### config.mk
export PLATFORM = sky130hd
export DESIGN_NAME = lidar_polar_to_xy_binner
export DESIGN_NICKNAME = d
export VERILOG_FILES = /design/src/design/lpxb_pkg.sv /design/src/design/lpxb_cordic.sv /design/src/design/lpxb_tracker.sv /design/src/design/lidar_polar_to_xy_binner.sv
export SDC_FILE = /design/constraint.sdc
export NUM_CORES = 2
export LEC_CHECK = 0
export BUFFER_PORTS_ARGS = -buffer_cell sky130_fd_sc_hd__buf_2
export CAP_MARGIN = 20
export CORE_MARGIN = 5
export CORE_UTILIZATION = 60
export DETAILED_ROUTE_END_ITERATION = 16
export PLACE_DENSITY_LB_ADDON = 0.05
export SLEW_MARGIN = 20
export SYNTH_ARGS = -nofsm -noshare
export SYNTH_HDL_FRONTEND = slang
export SYNTH_SLANG_ARGS = --single-unit
### constraint.sdc
create_clock -name clk -period 12.6 [get_ports clk]
set_clock_uncertainty 0.2 [all_clocks]
set_input_delay 1.26 -clock clk [delete_from_list [all_inputs] [get_ports clk]]
set_output_delay 1.26 -clock clk [all_outputs]
set_load 0.02 [all_outputs]
### src/design/lpxb_pkg.sv
package lpxb_pkg;

  localparam int NUM_BINS           = 360;
  localparam int DEFAULT_MAX_POINTS = 8192;
  localparam int RESET_SCAN_COUNT   = 360;

  localparam int SCAN_W       = 14;
  localparam int ANGLE_W      = 16;
  localparam int QUAD_ANGLE_W = 14;
  localparam int DIST_W       = 18;
  localparam int BIN_W        = 9;
  localparam int COORD_W      = 17;

  localparam int FRAC_W          = 16;
  localparam int CORDIC_ITERS    = 16;
  localparam int ITER_W          = 4;
  localparam int CORDIC_W        = 19;
  localparam int CORDIC_GAIN_Q16 = 39797;
  localparam int TWO_PI_Q16      = 411775;
  localparam int TWO_PI_W        = 19;

  localparam int MAG_W       = 18;
  localparam int PROD_W      = MAG_W + DIST_W;
  localparam int SCALE_SHIFT = FRAC_W + 2;
  localparam int COORD_MAX   = 65535;

  // Reciprocal of the bin count for the quotient estimate.
  localparam int RECIP_SHIFT = 20;
  localparam int RECIP_M     = (1 << RECIP_SHIFT) / NUM_BINS;
  localparam int RECIP_W     = 12;

  typedef enum logic [2:0] {
    ST_IDLE,
    ST_ROTATE,
    ST_SCALE_X,
    ST_SCALE_Y,
    ST_EMIT
  } lpxb_state_t;

  typedef enum logic [1:0] {
    DIV_IDLE,
    DIV_EST,
    DIV_FIX
  } lpxb_div_t;

  typedef enum logic [1:0] {
    CRD_IDLE,
    CRD_PREP,
    CRD_RUN
  } lpxb_crd_t;

  typedef enum logic [1:0] {
    QUAD_0,
    QUAD_1,
    QUAD_2,
    QUAD_3
  } lpxb_quad_t;

  typedef struct packed {
    logic             keep;
    logic             last;
    logic [BIN_W-1:0] bin;
  } lpxb_sel_t;

  function automatic logic signed [CORDIC_W-1:0] lpxb_atan(input logic [ITER_W-1:0] i);
    logic signed [CORDIC_W-1:0] r;
    case (i)
      4'd0:    r = CORDIC_W'(51472);
      4'd1:    r = CORDIC_W'(30386);
      4'd2:    r = CORDIC_W'(16055);
      4'd3:    r = CORDIC_W'(8150);
      4'd4:    r = CORDIC_W'(4091);
      4'd5:    r = CORDIC_W'(2047);
      4'd6:    r = CORDIC_W'(1024);
      4'd7:    r = CORDIC_W'(512);
      4'd8:    r = CORDIC_W'(256);
      4'd9:    r = CORDIC_W'(128);
      4'd10:   r = CORDIC_W'(64);
      4'd11:   r = CORDIC_W'(32);
      4'd12:   r = CORDIC_W'(16);
      4'd13:   r = CORDIC_W'(8);
      4'd14:   r = CORDIC_W'(4);
      4'd15:   r = CORDIC_W'(2);
      default: r = '0;
    endcase
    return r;
  endfunction

  // Drops the fraction of |t| * d, saturates and puts the sign back on.
  function automatic logic [COORD_W-1:0] lpxb_sat_coord(input logic [PROD_W-1:0] prod,
                                                        input logic neg);
    logic [PROD_W-SCALE_SHIFT-1:0] whole;
    logic [COORD_W-1:0]            mag;
    whole = prod[PROD_W-1:SCALE_SHIFT];
    if (whole > (PROD_W-SCALE_SHIFT)'(COORD_MAX)) begin
      mag = COORD_W'(COORD_MAX);
    end else begin
      mag = COORD_W'(whole);
    end
    return neg ? -mag : mag;
  endfunction

endpackage

### src/design/lpxb_cordic.sv
module lpxb_cordic import lpxb_pkg::*; (
  input  logic                       clk,
  input  logic                       rst,
  input  logic                       start,
  input  logic [ANGLE_W-1:0]         angle,
  output logic                       done,
  output logic signed [CORDIC_W-1:0] cos_q16,
  output logic signed [CORDIC_W-1:0] sin_q16
);

  localparam int ZS_W       = QUAD_ANGLE_W + TWO_PI_W + 1;
  localparam int ROUND_HALF = 1 << (FRAC_W - 1);

  lpxb_crd_t                  phase, phase_next;
  lpxb_quad_t                 quad;
  logic [QUAD_ANGLE_W-1:0]    frac_angle;
  logic [ITER_W-1:0]          iter;
  logic signed [CORDIC_W-1:0] x, y, z, dx, dy;
  logic [ZS_W-1:0]            z_scaled;
  logic                       last_iter;

  assign last_iter = iter == ITER_W'(CORDIC_ITERS - 1);
  // Angle within the quadrant converted to radians in Q16, rounded.
  assign z_scaled  = ZS_W'(frac_angle) * ZS_W'(TWO_PI_Q16) + ZS_W'(ROUND_HALF);
  assign dx        = y >>> iter;
  assign dy        = x >>> iter;

  always_ff @(posedge clk) begin
    if (rst) begin
      phase <= CRD_IDLE;
      done  <= 1'b0;
    end else begin
      phase <= phase_next;
      done  <= (phase == CRD_RUN) && last_iter;
    end
  end

  always_comb begin
    phase_next = phase;
    case (phase)
      CRD_IDLE: begin
        if (start) phase_next = CRD_PREP;
      end
      CRD_PREP: phase_next = CRD_RUN;
      CRD_RUN: begin
        if (last_iter) phase_next = CRD_IDLE;
      end
      default: phase_next = CRD_IDLE;
    endcase
  end

  always_ff @(posedge clk) begin
    if (start) begin
      frac_angle <= angle[QUAD_ANGLE_W-1:0];
      quad       <= lpxb_quad_t'(angle[ANGLE_W-1 -: 2]);
    end
    if (phase == CRD_PREP) begin
      x    <= CORDIC_W'(CORDIC_GAIN_Q16);
      y    <= '0;
      z    <= CORDIC_W'(z_scaled >> FRAC_W);
      iter <= '0;
    end else if (phase == CRD_RUN) begin
      if (!z[CORDIC_W-1]) begin
        x <= x - dx;
        y <= y + dy;
        z <= z - lpxb_atan(iter);
      end else begin
        x <= x + dx;
        y <= y - dy;
        z <= z + lpxb_atan(iter);
      end
      iter <= iter + ITER_W'(1);
    end
  end

  always_comb begin
    case (quad)
      QUAD_0: begin
        cos_q16 = x;
        sin_q16 = y;
      end
      QUAD_1: begin
        cos_q16 = -y;
        sin_q16 = x;
      end
      QUAD_2: begin
        cos_q16 = -x;
        sin_q16 = -y;
      end
      QUAD_3: begin
        cos_q16 = y;
        sin_q16 = -x;
      end
      default: begin
        cos_q16 = x;
        sin_q16 = y;
      end
    endcase
  end

  a_start_when_idle: assert property (@(posedge clk) disable iff (rst)
    start |-> phase == CRD_IDLE)
    else $error("rotation started while the unit was busy");

  a_done_after_last: assert property (@(posedge clk) disable iff (rst)
    (phase == CRD_RUN) && last_iter |=> done && (phase == CRD_IDLE))
    else $error("rotation did not finish after its last iteration");

  a_done_only_idle: assert property (@(posedge clk) disable iff (rst)
    done |-> phase == CRD_IDLE && !$past(start))
    else $error("done raised while iterating or just started");

endmodule

### src/design/lpxb_tracker.sv
module lpxb_tracker import lpxb_pkg::*; #(
  parameter int MAX_POINTS = DEFAULT_MAX_POINTS
) (
  input  logic              clk,
  input  logic              rst,
  input  logic              cfg_we,
  input  logic [SCAN_W-1:0] cfg_value,
  input  logic              step,
  output logic              busy,
  output lpxb_sel_t         sel
);

  localparam int CNT_W = $clog2(MAX_POINTS + 1);
  localparam int QW    = $clog2(MAX_POINTS / NUM_BINS + 1);
  localparam int REM_W = $clog2(NUM_BINS);
  localparam int EST_W = CNT_W + RECIP_W;
  localparam int RST_Q = RESET_SCAN_COUNT / NUM_BINS;
  localparam int RST_R = RESET_SCAN_COUNT % NUM_BINS;

  lpxb_div_t          phase, phase_next;
  logic [CNT_W-1:0]   ordinal, target, target_adv, n_eff, n_clamped;
  logic [BIN_W-1:0]   bin;
  logic [REM_W-1:0]   rem, r_step, fix_rem;
  logic [QW-1:0]      q_step, q_est, fix_q;
  logic [EST_W-1:0]   est_prod;
  logic [CNT_W:0]     diff;
  logic [REM_W:0]     fix_r, rem_sum;
  logic               fix_big, rem_wrap;

  always_comb begin
    if (int'(cfg_value) < NUM_BINS) begin
      n_clamped = CNT_W'(NUM_BINS);
    end else if (int'(cfg_value) > MAX_POINTS) begin
      n_clamped = CNT_W'(MAX_POINTS);
    end else begin
      n_clamped = CNT_W'(cfg_value);
    end
  end

  // The estimate is the true quotient or one below it; one subtraction fixes it.
  assign est_prod = EST_W'(n_eff) * EST_W'(RECIP_M);
  assign diff     = (CNT_W+1)'(n_eff) - (CNT_W+1)'(q_est) * (CNT_W+1)'(NUM_BINS);
  assign fix_r    = diff[REM_W:0];
  assign fix_big  = fix_r >= (REM_W+1)'(NUM_BINS);
  assign fix_q    = fix_big ? q_est + QW'(1) : q_est;
  assign fix_rem  = fix_big ? REM_W'(fix_r - (REM_W+1)'(NUM_BINS)) : REM_W'(fix_r);

  assign rem_sum    = (REM_W+1)'(rem) + (REM_W+1)'(r_step);
  assign rem_wrap   = rem_sum >= (REM_W+1)'(NUM_BINS);
  assign target_adv = target + CNT_W'(q_step) + CNT_W'(rem_wrap);

  assign busy     = phase != DIV_IDLE;
  assign sel.keep = (ordinal + CNT_W'(1)) == target;
  assign sel.last = bin == BIN_W'(NUM_BINS - 1);
  assign sel.bin  = bin;

  always_comb begin
    phase_next = phase;
    case (phase)
      DIV_IDLE: begin
        if (cfg_we) phase_next = DIV_EST;
      end
      DIV_EST: phase_next = DIV_FIX;
      DIV_FIX: phase_next = DIV_IDLE;
      default: phase_next = DIV_IDLE;
    endcase
  end

  always_ff @(posedge clk) begin
    if (rst) begin
      phase   <= DIV_IDLE;
      ordinal <= '0;
      bin     <= '0;
      target  <= CNT_W'(RST_Q);
      rem     <= REM_W'(RST_R);
      q_step  <= QW'(RST_Q);
      r_step  <= REM_W'(RST_R);
    end else begin
      phase <= phase_next;
      if (phase == DIV_FIX) begin
        q_step  <= fix_q;
        r_step  <= fix_rem;
        target  <= CNT_W'(fix_q);
        rem     <= fix_rem;
        ordinal <= '0;
        bin     <= '0;
      end else if (step) begin
        if (!sel.keep) begin
          ordinal <= ordinal + CNT_W'(1);
        end else if (sel.last) begin
          ordinal <= '0;
          bin     <= '0;
          target  <= CNT_W'(q_step);
          rem     <= r_step;
        end else begin
          ordinal <= ordinal + CNT_W'(1);
          bin     <= bin + BIN_W'(1);
          target  <= target_adv;
          rem     <= rem_wrap ? REM_W'(rem_sum - (REM_W+1)'(NUM_BINS)) : REM_W'(rem_sum);
        end
      end
    end
  end

  always_ff @(posedge clk) begin
    if (cfg_we) n_eff <= n_clamped;
    if (phase == DIV_EST) q_est <= QW'(est_prod >> RECIP_SHIFT);
  end

  a_ordinal_below_target: assert property (@(posedge clk) disable iff (rst)
    ordinal < target)
    else $error("point count overtook the next bin target");

  a_rem_in_range: assert property (@(posedge clk) disable iff (rst)
    rem < REM_W'(NUM_BINS))
    else $error("target remainder out of range");

  a_no_step_while_busy: assert property (@(posedge clk) disable iff (rst)
    step |-> !busy)
    else $error("point counted while the step was being recomputed");

endmodule

### src/design/lidar_polar_to_xy_binner.sv
// Channel   Direction  Handshake              Payload
// in        input      in_valid / in_ready    angle_q14, dist_q2
// out       output     out_valid / out_ready  bin_index, x_mm, y_mm, scan_done
// cfg       input      cfg_valid / cfg_ready  scan_count
//
// A point that fills no bin is taken without leaving ST_IDLE. A kept point passes from its
// transaction to out_valid through the set-up and 16 iterations of the CORDIC stage, then
// through the two passes of the one scaling multiplier and the ST_EMIT state.
// A scan_count write is followed by the DIV_EST and DIV_FIX states, in which the bin step is recomputed.
// The result register lets a new point in while the last result waits; a kept point
// waits in its final state while that register is still full.
// Reset is synchronous and restores a scan of 360 points with no points counted.
module lidar_polar_to_xy_binner import lpxb_pkg::*; #(
  parameter int MAX_POINTS = DEFAULT_MAX_POINTS
) (
  input  logic                      clk,
  input  logic                      rst,
  input  logic                      in_valid,
  output logic                      in_ready,
  input  logic [ANGLE_W-1:0]        angle_q14,
  input  logic [DIST_W-1:0]         dist_q2,
  output logic                      out_valid,
  input  logic                      out_ready,
  output logic [BIN_W-1:0]          bin_index,
  output logic signed [COORD_W-1:0] x_mm,
  output logic signed [COORD_W-1:0] y_mm,
  output logic                      scan_done,
  input  logic                      cfg_valid,
  output logic                      cfg_ready,
  input  logic [SCAN_W-1:0]         scan_count
);

  lpxb_state_t                state, state_next;
  lpxb_sel_t                  sel;
  logic                       busy, in_take, cfg_take, crd_start, crd_done;
  logic                       out_free, out_load;
  logic signed [CORDIC_W-1:0] cos_q16, sin_q16, mul_sel;
  logic [MAG_W-1:0]           mul_mag;
  logic [DIST_W-1:0]          point_dist;
  logic [BIN_W-1:0]           bin;
  logic                       last, prod_neg;
  logic [PROD_W-1:0]          prod;
  logic [COORD_W-1:0]         x_res;

  assign in_take   = in_valid && in_ready;
  assign cfg_take  = cfg_valid && cfg_ready;
  assign crd_start = in_take && sel.keep;
  assign out_free  = !out_valid || out_ready;

  lpxb_tracker #(
    .MAX_POINTS(MAX_POINTS)
  ) u_tracker (
    .clk      (clk),
    .rst      (rst),
    .cfg_we   (cfg_take),
    .cfg_value(scan_count),
    .step     (in_take),
    .busy     (busy),
    .sel      (sel)
  );

  lpxb_cordic u_cordic (
    .clk    (clk),
    .rst    (rst),
    .start  (crd_start),
    .angle  (angle_q14),
    .done   (crd_done),
    .cos_q16(cos_q16),
    .sin_q16(sin_q16)
  );

  always_ff @(posedge clk) begin
    if (rst) begin
      state     <= ST_IDLE;
      out_valid <= 1'b0;
    end else begin
      state <= state_next;
      if (out_load) begin
        out_valid <= 1'b1;
      end else if (out_ready) begin
        out_valid <= 1'b0;
      end
    end
  end

  always_comb begin
    state_next = state;
    in_ready   = 1'b0;
    cfg_ready  = 1'b0;
    out_load   = 1'b0;
    case (state)
      ST_IDLE: begin
        in_ready  = !busy;
        cfg_ready = !busy;
        if (crd_start) state_next = ST_ROTATE;
      end
      ST_ROTATE: begin
        if (crd_done) state_next = ST_SCALE_X;
      end
      ST_SCALE_X: state_next = ST_SCALE_Y;
      ST_SCALE_Y: state_next = ST_EMIT;
      ST_EMIT: begin
        out_load = out_free;
        if (out_free) state_next = ST_IDLE;
      end
      default: state_next = ST_IDLE;
    endcase
  end

  // One multiplier serves both coordinates in turn.
  assign mul_sel = (state == ST_SCALE_X) ? cos_q16 : sin_q16;
  assign mul_mag = MAG_W'(mul_sel[CORDIC_W-1] ? -mul_sel : mul_sel);

  always_ff @(posedge clk) begin
    if (crd_start) begin
      point_dist <= dist_q2;
      bin        <= sel.bin;
      last       <= sel.last;
    end
    if ((state == ST_SCALE_X) || (state == ST_SCALE_Y)) begin
      prod     <= PROD_W'(mul_mag) * PROD_W'(point_dist);
      prod_neg <= mul_sel[CORDIC_W-1];
    end
    if (state == ST_SCALE_Y) begin
      x_res <= lpxb_sat_coord(prod, prod_neg);
    end
    if (out_load) begin
      bin_index <= bin;
      x_mm      <= x_res;
      y_mm      <= lpxb_sat_coord(prod, prod_neg);
      scan_done <= last;
    end
  end

  a_done_in_rotate: assert property (@(posedge clk) disable iff (rst)
    crd_done |-> state == ST_ROTATE)
    else $error("rotation finished outside its wait state");

  a_emit_loads: assert property (@(posedge clk) disable iff (rst)
    (state == ST_EMIT) && out_free |=> out_valid && (state == ST_IDLE))
    else $error("finished point was not handed to the result register");

  a_scan_done_last_bin: assert property (@(posedge clk) disable iff (rst)
    out_valid && scan_done |-> bin_index == BIN_W'(NUM_BINS - 1))
    else $error("end of scan flagged on a bin other than the last");

  a_coord_saturated: assert property (@(posedge clk) disable iff (rst)
    out_valid |-> (x_mm != {1'b1, {(COORD_W-1){1'b0}}})
               && (y_mm != {1'b1, {(COORD_W-1){1'b0}}}))
    else $error("coordinate beyond the saturation limit");

endmodule
## Word level (Yosys, flattened, before mapping)

Memory sizes are Yosys's and may differ from the RTL's. A register that Yosys moved wholly into a read port is not among the register bits.
Cells that the tools add are included.

| cells by class | value |
|---|---|
| add/sub/neg operators | 22 |
| multipliers | 4 |
| order comparisons | 5 |
| equality and inequality tests | 20 |
| shift-type cells | 2 |
| multiplexer cells | 52 |
| reduce and logical (&&, ||, !) cells | 23 |

Operators by type and width:

| operator | count |
|---|---|
| two-way mux 19 bit | 10 |
| one-hot mux 19 bit (4 select lines) | 2 |
| two-way mux 17 bit | 5 |
| two-way mux 9 bit | 7 |
| adder 19 bit | 3 |
| subtractor 19 bit | 3 |
| two-way mux 14 bit | 4 |
| two-way mux 18 bit | 3 |
| negation 19 bit | 2 |
| >>> shifter 19 x 4 -> 19 bit | 2 |
| multiplier 18 x 18 -> 36 bit | 1 |
| adder 33 x 16 -> 34 bit (second input constant) | 1 |
| negation 17 bit | 2 |
| multiplier 14 x 19 -> 33 bit (second input constant) | 1 |
| greater-or-equal comparator 10 x 9 -> 1 bit (second input constant) | 2 |
| multiplier 14 x 7 -> 20 bit (second input constant) | 1 |
| two-way mux 5 bit | 4 |
| greater-than comparator 18 x 16 -> 1 bit (second input constant) | 1 |
| negation 18 bit | 1 |
| subtractor 9 bit (second input constant) | 2 |
| two-way mux 4 bit | 4 |
| one-hot mux 3 bit (5 select lines) | 1 |
| adder 14 x 1 -> 14 bit | 1 |
| adder 14 x 1 -> 14 bit (second input constant) | 1 |
| other kinds (33) | 64 |

| word-level totals | value |
|---|---|
| register bits | 291 |
| ROM bits | 512 |
| input port bits | 53 |
| output and inout port bits | 47 |
| word-level logic and storage cells | 162 |
| memories | 2 |

Memories:

| name | words | bits a word | read ports | clocked after Yosys merged registers in | write ports | RTL line | text |
|---|---|---|---|---|---|---|---|
| (name not given) | 16 | 16 | 1 | 1 | 0 | lpxb_pkg.sv:67 | `case (i)` |
| (name not given) | 16 | 16 | 1 | 1 | 0 | lpxb_pkg.sv:67 |  |

## Logic depth before layout (Yosys ltp)

| logic depth | value |
|---|---|
| word-level depth | 7 |
| gate-level depth with buffers | 39 |
| depth with buffers taken out | 37 |

## Modules after synthesis

From an unflattened synthesis, not the netlist that was laid out.

| unflattened totals | value |
|---|---|
| cell total of the unflattened synthesis | 4076 |
| area, all modules | 37181.9 µm² |

Modules (own cells, without submodules):

| module | times used | cells each | area each (µm²) | seq. area each (µm²) |
|---|---|---|---|---|
| lidar_polar_to_xy_binner | 1 | 1606 | 15526.1 | 3323.2 |
| lpxb_cordic | 1 | 1651 | 14541.4 | 2262.2 |
| lpxb_tracker | 1 | 819 | 7114.3 | 1811.7 |

## Worst setup path after synthesis

Ideal clock, no wire load.

| path | value |
|---|---|
| path kind | reg-to-reg |
| from | register u_cordic.y[1] |
| to | register prod[35] (data pin) |
| setup time | 0.260 ns |
| arrival | 8.821 ns |
| required time | 12.140 ns |
| slack | 3.319 ns |
| stages on the path, launching flop included | 36 |
| path buffers | 1 |
| period minus slack after synthesis | 9.281 ns |
| path through | dfxtp_1 -> inv_1 -> ha_1 -> nor3b_4 -> nand3_2 -> nor3_1 -> o21ai_0 -> and2_1 -> o221ai_1 -> nand2_1 -> nor3_1 -> a31oi_1 -> xor2_1 -> clkbuf_1 -> nand2b_1 -> fa_1 -> fa_1 -> inv_1 -> fa_1 -> fa_1 -> fa_1 -> inv_1 -> fa_1 -> inv_1 -> ha_1 -> a21oi_1 -> nand2_1 -> nor4_1 -> inv_1 -> o211ai_1 -> a21boi_1 -> o41ai_1 -> o21ai_1 -> o41a_1 -> a21oi_1 -> xnor2_1 |

| between the ends | value |
|---|---|
| word-level cells in the longest chain between the ends | 6 |
| elaborated cells on any way between the ends | 7 |
| those cells by class | add/sub: 2; mul: 1; mux: 4 |

Ends and longest elaborated chain:

| element | RTL line | text |
|---|---|---|
| start: declaration | lpxb_cordic.sv:18 | `logic signed [CORDIC_W-1:0] x, y, z, dx, dy;` |
| start signal: assignment | lpxb_cordic.sv:65 | `y <= y + dy;` |
| start signal: assignment | lpxb_cordic.sv:69 | `y <= y - dy;` |
| negation 19 bit | lpxb_cordic.sv:83, lpxb_cordic.sv:88 |  |
| one-hot mux 19 bit (4 select lines) | lpxb_cordic.sv:77 | `case (quad)` |
| two-way mux 19 bit * | lidar_polar_to_xy_binner.sv:111 | `assign mul_sel = (state == ST_SCALE_X) ? cos_q16 : sin_q16;` |
| negation 18 bit | lidar_polar_to_xy_binner.sv:112 | `assign mul_mag = MAG_W'(mul_sel[CORDIC_W-1] ? -mul_sel : mul_sel);` |
| two-way mux 18 bit * | lidar_polar_to_xy_binner.sv:112 |  |
| multiplier 18 x 18 -> 36 bit * | lidar_polar_to_xy_binner.sv:121 | `prod <= PROD_W'(mul_mag) * PROD_W'(point_dist);` |
| end signal: assignment | lidar_polar_to_xy_binner.sv:121 |  |
| end: declaration | lidar_polar_to_xy_binner.sv:42 | `logic [PROD_W-1:0] prod;` |

Every way passes the cells marked *; elsewhere a longest branch is shown, timed or not.
A chain may end at the register's enable or synchronous reset.

## Worst setup path in the final report

| path | value |
|---|---|
| from | register state[2] |
| to | register prod[35] (data pin) |

| between the ends | value |
|---|---|
| word-level cells in the longest chain between the ends | 5 |

Ends and longest elaborated chain:

| element | RTL line | text |
|---|---|---|
| start: declaration | lidar_polar_to_xy_binner.sv:33 | `lpxb_state_t state, state_next;` |
| start signal: assignment | lidar_polar_to_xy_binner.sv:77 | `state <= state_next;` |
| == test 3 x 2 -> 1 bit * | lidar_polar_to_xy_binner.sv:111 |  |
| two-way mux 19 bit * | lidar_polar_to_xy_binner.sv:111 |  |
| negation 18 bit | lidar_polar_to_xy_binner.sv:112 |  |
| two-way mux 18 bit * | lidar_polar_to_xy_binner.sv:112 |  |
| multiplier 18 x 18 -> 36 bit * | lidar_polar_to_xy_binner.sv:121 |  |

Marked as above.

==> qor_table.md <==
| Result | This run | Unit |
| --- | --- | --- |
| Actual transition at the worst max-transition pin | 1127 | ps |
| Part of the Yosys area used for sequential elements | 20.50 | % |
| Unrepaired setup endpoints after global routing | false | - |
| Count of vias placed by the detailed router | 27.47k | - |
| Final weighted congestion in routability-driven placement | 0.9354 | - |
| Worst Setup Start Kind | flop | - |
| Most common flop cell mapped by yosys | sky130_fd_sc_hd__edfxtp_1 | - |
| Number of input and output port buffers inserted | 99 | - |
| Distinct cell type count of the synthesized netlist | 111 | - |
| Area contributors post-synth | sky130_fd_sc_hd__fa_1, sky130_fd_sc_hd__ha_1, sky130_fd_sc_hd__edfxtp_1, sky130_fd_sc_hd__dfxtp_1, sky130_fd_sc_hd__inv_1 | - |
| Crit path DAT | 11,370 | ps |
| Post-synthesis cell area | 36,080 | sq um |
| Root buffer selected by CTS | sky130_fd_sc_hd__clkbuf_16 | - |
| Cell mode on critical path | sky130_fd_sc_hd__fa_1 | - |
| Internal reg-to-reg setup slack | 1340 | ps |
| Number of instances in the synthesized netlist | 3,879 | - |
| Horiz. Die Dim | 255.2 | um |
| Total of flip-flops plus latches after synthesis | 289 | - |
| I/O pin total | 100 | - |
| Per-cell routed wire length | 18.92 | um |
| Clock Latency Late Sink | 580 | ps |
| Yosys top cell area share | 20.36 | % |
| Non-filler cells, final | 4,683 | - |
| Fin. Hold Viols | 0 | - |
| Average instance area after synthesis | 9.301 | sq um |
| Post-DRT Antenna Nets | 0 | - |
| Post-CTS Repair Setup Buffers | 0 | - |
| Synthesized Nets | 4,695 | - |
| Result of the run | completed | - |
| First-pass GRT wire length | 146.2 | mm |
| Starting density of the core | 60.90 | % |
| Element type at the critical path end | flop | - |
| Reg-to-reg endpoint | prod[35] | - |
| Half-perimeter wire length of the detailed placement result | 67.84 | mm |
| Post-CTS Hold Buffers | 0 | - |
| Maximum Capacitance Violations | 0 | - |
| GRT Util Overall | 27.61 | % |
| Synthesis Warnings | 0 | - |
| Signed area change from the synthesized netlist to the final layout | 5.542 | % |
| Clock tree from TritonCTS | built | - |
| Max stage delay cell, worst path | sky130_fd_sc_hd__nor3b_2 | - |
| Fraction of layout cells with a size suffix above 1 | 7.214 | % |
| Total clock sinks | 289 | - |
| Launching instance or port of the critical path | state[2] | - |
| Number of enable flip-flop cells after synthesis | 161 | - |
| Fraction of registers with async set/reset | 0 | % |
| Antenna violations before repair | 3 | - |
| Area enclosed by the die boundary | 65,130 | sq um |
| Worst-case headroom to the max-slew limit | 24.85 | % |
| Number of DRC violations after detailed routing | 0 | - |
| Start-to-end type of the worst setup path | reg -> reg | - |
| 1st-pass router iterations | 6 | - |
| Core footprint | 59,240 | sq um |
| Number of placed instances, taps included | 4,620 | - |
| Count of cells along the worst hold path | 0 | - |
| Clock Pin Slew Worst Setup and Hold Paths | 60 | ps |
| Number of global-route vias before repair | 28.35k | - |
| Class of the most critical hold timing path | reg -> reg | - |
| Number of cell instances on the worst register-to-register path | 33 | - |
| Final sum of negative setup slack | 0 | ps |
| Hold WS | 210.8 | ps |
| Time the final worst path needs with I/O delays and setup | 11,260 | ps |
| Worst-case clock buffer depth | 3 | - |
| Worst slack at placement | 1350 | ps |
| Site row count | 89 | - |
| Period Utilization, post-route | 89.36 | % |
| Beginning of the worst hold path | x_res[8] | - |
| Beginning of the worst register-to-register path | state[2] | - |
| Worst hold endpoint | x_mm[8] | - |
| Detailed Route WL | 88.60 | mm |
| Number of CTS-inserted buffers | 35 | - |
| Largest incremental delay on the critical path | 830 | ps |
| Final-report max-slew violation count | 0 | - |
| Final setup slack of the worst path | 1340 | ps |
| Most numerous cell types in the synthesized netlist | sky130_fd_sc_hd__inv_1, sky130_fd_sc_hd__ha_1, sky130_fd_sc_hd__fa_1 | - |
| Max Fanout on Critical Path | 18 | - |
| Library cell occupying the most area in the post-synthesis netlist | sky130_fd_sc_hd__fa_1 | - |
| Grt ovf | 0 | - |
| Post-detailed-route via-to-cell ratio | 5.865 | - |
| # setup viols final | 0 | - |
| Nets@finish | 4,700 | - |
| Number of DRC violations after detailed-routing iteration 0 | 1,890 | - |
| FMAX | 0.08881 | GHz |
| CP Data Required Time | 12,710 | ps |
| Post-cts gate resize count | 0 | - |
| Die span in y | 255.2 | um |
| Cell with the most instances after synthesis | sky130_fd_sc_hd__inv_1 | - |
| Maximum number of pins on one net before global-route repair | 61 | - |
| Number of levels in the clock H-tree | 2 | - |
flip-flops by register name (all words and copies together) (netlist names), 4 cells and up, named ones only:
signal,flops
u_tracker.q_est,5
u_tracker.q_step,5
point_dist,18
x_res,17
u_cordic.z,19
u_cordic.frac_angle,14
u_tracker.n_eff,14
bin_index,9
u_tracker.r_step,9
u_tracker.bin,9
prod,18
u_tracker.target,14
x_mm,17
bin,9
u_cordic.x,19
u_cordic.y,19
u_tracker.ordinal,14
u_tracker.rem,9
u_cordic.iter,4
y_mm,17
stage by stage:
| stage | instance area (sq um) | util (%) |
|---|---|---|
| final | 38080 | 64.28 |
| after global routing | 38080 | 64.27 |
| after detailed placement | 36860 | 62.21 |
| after global placement | 36850 | 62.21 |
| after CTS | 38060 | 64.25 |
| after floorplan | 36080 | - |
worst max path at each step:
stage	depth (start not counted)	slack, ps	end
3_3_place_gp	32	1700	prod[35]
3_5_place_dp	32	1350	prod[35]
4_1_cts	32	1310	prod[35]
6_report	33	1340	prod[35]
2_1_floorplan	35	3320	prod[35]
5_1_grt	33	470	prod[35]
per-layer routing:
| metal | routed length (um) | global-route usage, % | vias up |
|---|---|---|---|
| li1 | - | - | 13010 |
| met1 | 39150 | 38.20 | 13460 |
| met2 | 41760 | 45.86 | 830 |
| met3 | 5505 | 4.786 | 165 |
| met4 | 2149 | 6.562 | 6 |
| met5 | 38 | 0 | - |
layout make-up:
| class | instances | area, sq um |
|---|---|---|
| diodes | 1 | 2.502 |
| well taps | 773 | 967.2 |
| flip-flops and latches | 289 | 7401 |
| repair buffers | 132 | 743.2 |
| multi-input cells | 2871 | 25670 |
| inverters | 555 | 2083 |
| fillers | 4904 | 21160 |
| clock buffers | 48 | 1039 |
| clock inverters | 14 | 170.2 |
worst max-delay path, delay by kind of cell (launching register included):
| family | cells | cell delay, ps |
|---|---|---|
| buffers and inverters | 5 | 430 |
| adder cells (fa/ha/maj) | 7 | 3430 |
| AND/OR/NAND/NOR | 10 | 3150 |
| AO/OA/AOI/OAI | 9 | 2510 |
| XOR/XNOR | 2 | 820 |
| flip-flops | 1 | 420 |
cell usage in the layout, fill, tap and decap left out, types with 127 or more instances in the layout:
cell	netlist	layout
sky130_fd_sc_hd__inv_1	549	549
sky130_fd_sc_hd__ha_1	396	394
sky130_fd_sc_hd__fa_1	367	367
sky130_fd_sc_hd__nand2_1	330	330
sky130_fd_sc_hd__nor2_1	262	261
sky130_fd_sc_hd__a21oi_1	213	213
sky130_fd_sc_hd__edfxtp_1	161	161
sky130_fd_sc_hd__and2_1	157	157
sky130_fd_sc_hd__o21ai_0	134	134
sky130_fd_sc_hd__xnor2_1	127	127
logic make-up (layout without fill, tap and decap cells):
group	count (synthesis)	in the layout	share of synthesized area (%)
AOI/OAI and AO/OA	635	635	11.20
xor gates and xnor gates	226	226	5.632
adders and majority gates	763	763	34.10
buffers and inverters	719	749	8.476
DFF	289	289	20.50
muxes	102	102	4.182
other	0	1	0
and+or+nand+nor	1145	1145	15.91
Power is not shown: default switching activity piles up to over one toggle a cycle in this logic, so the estimate is an artifact.
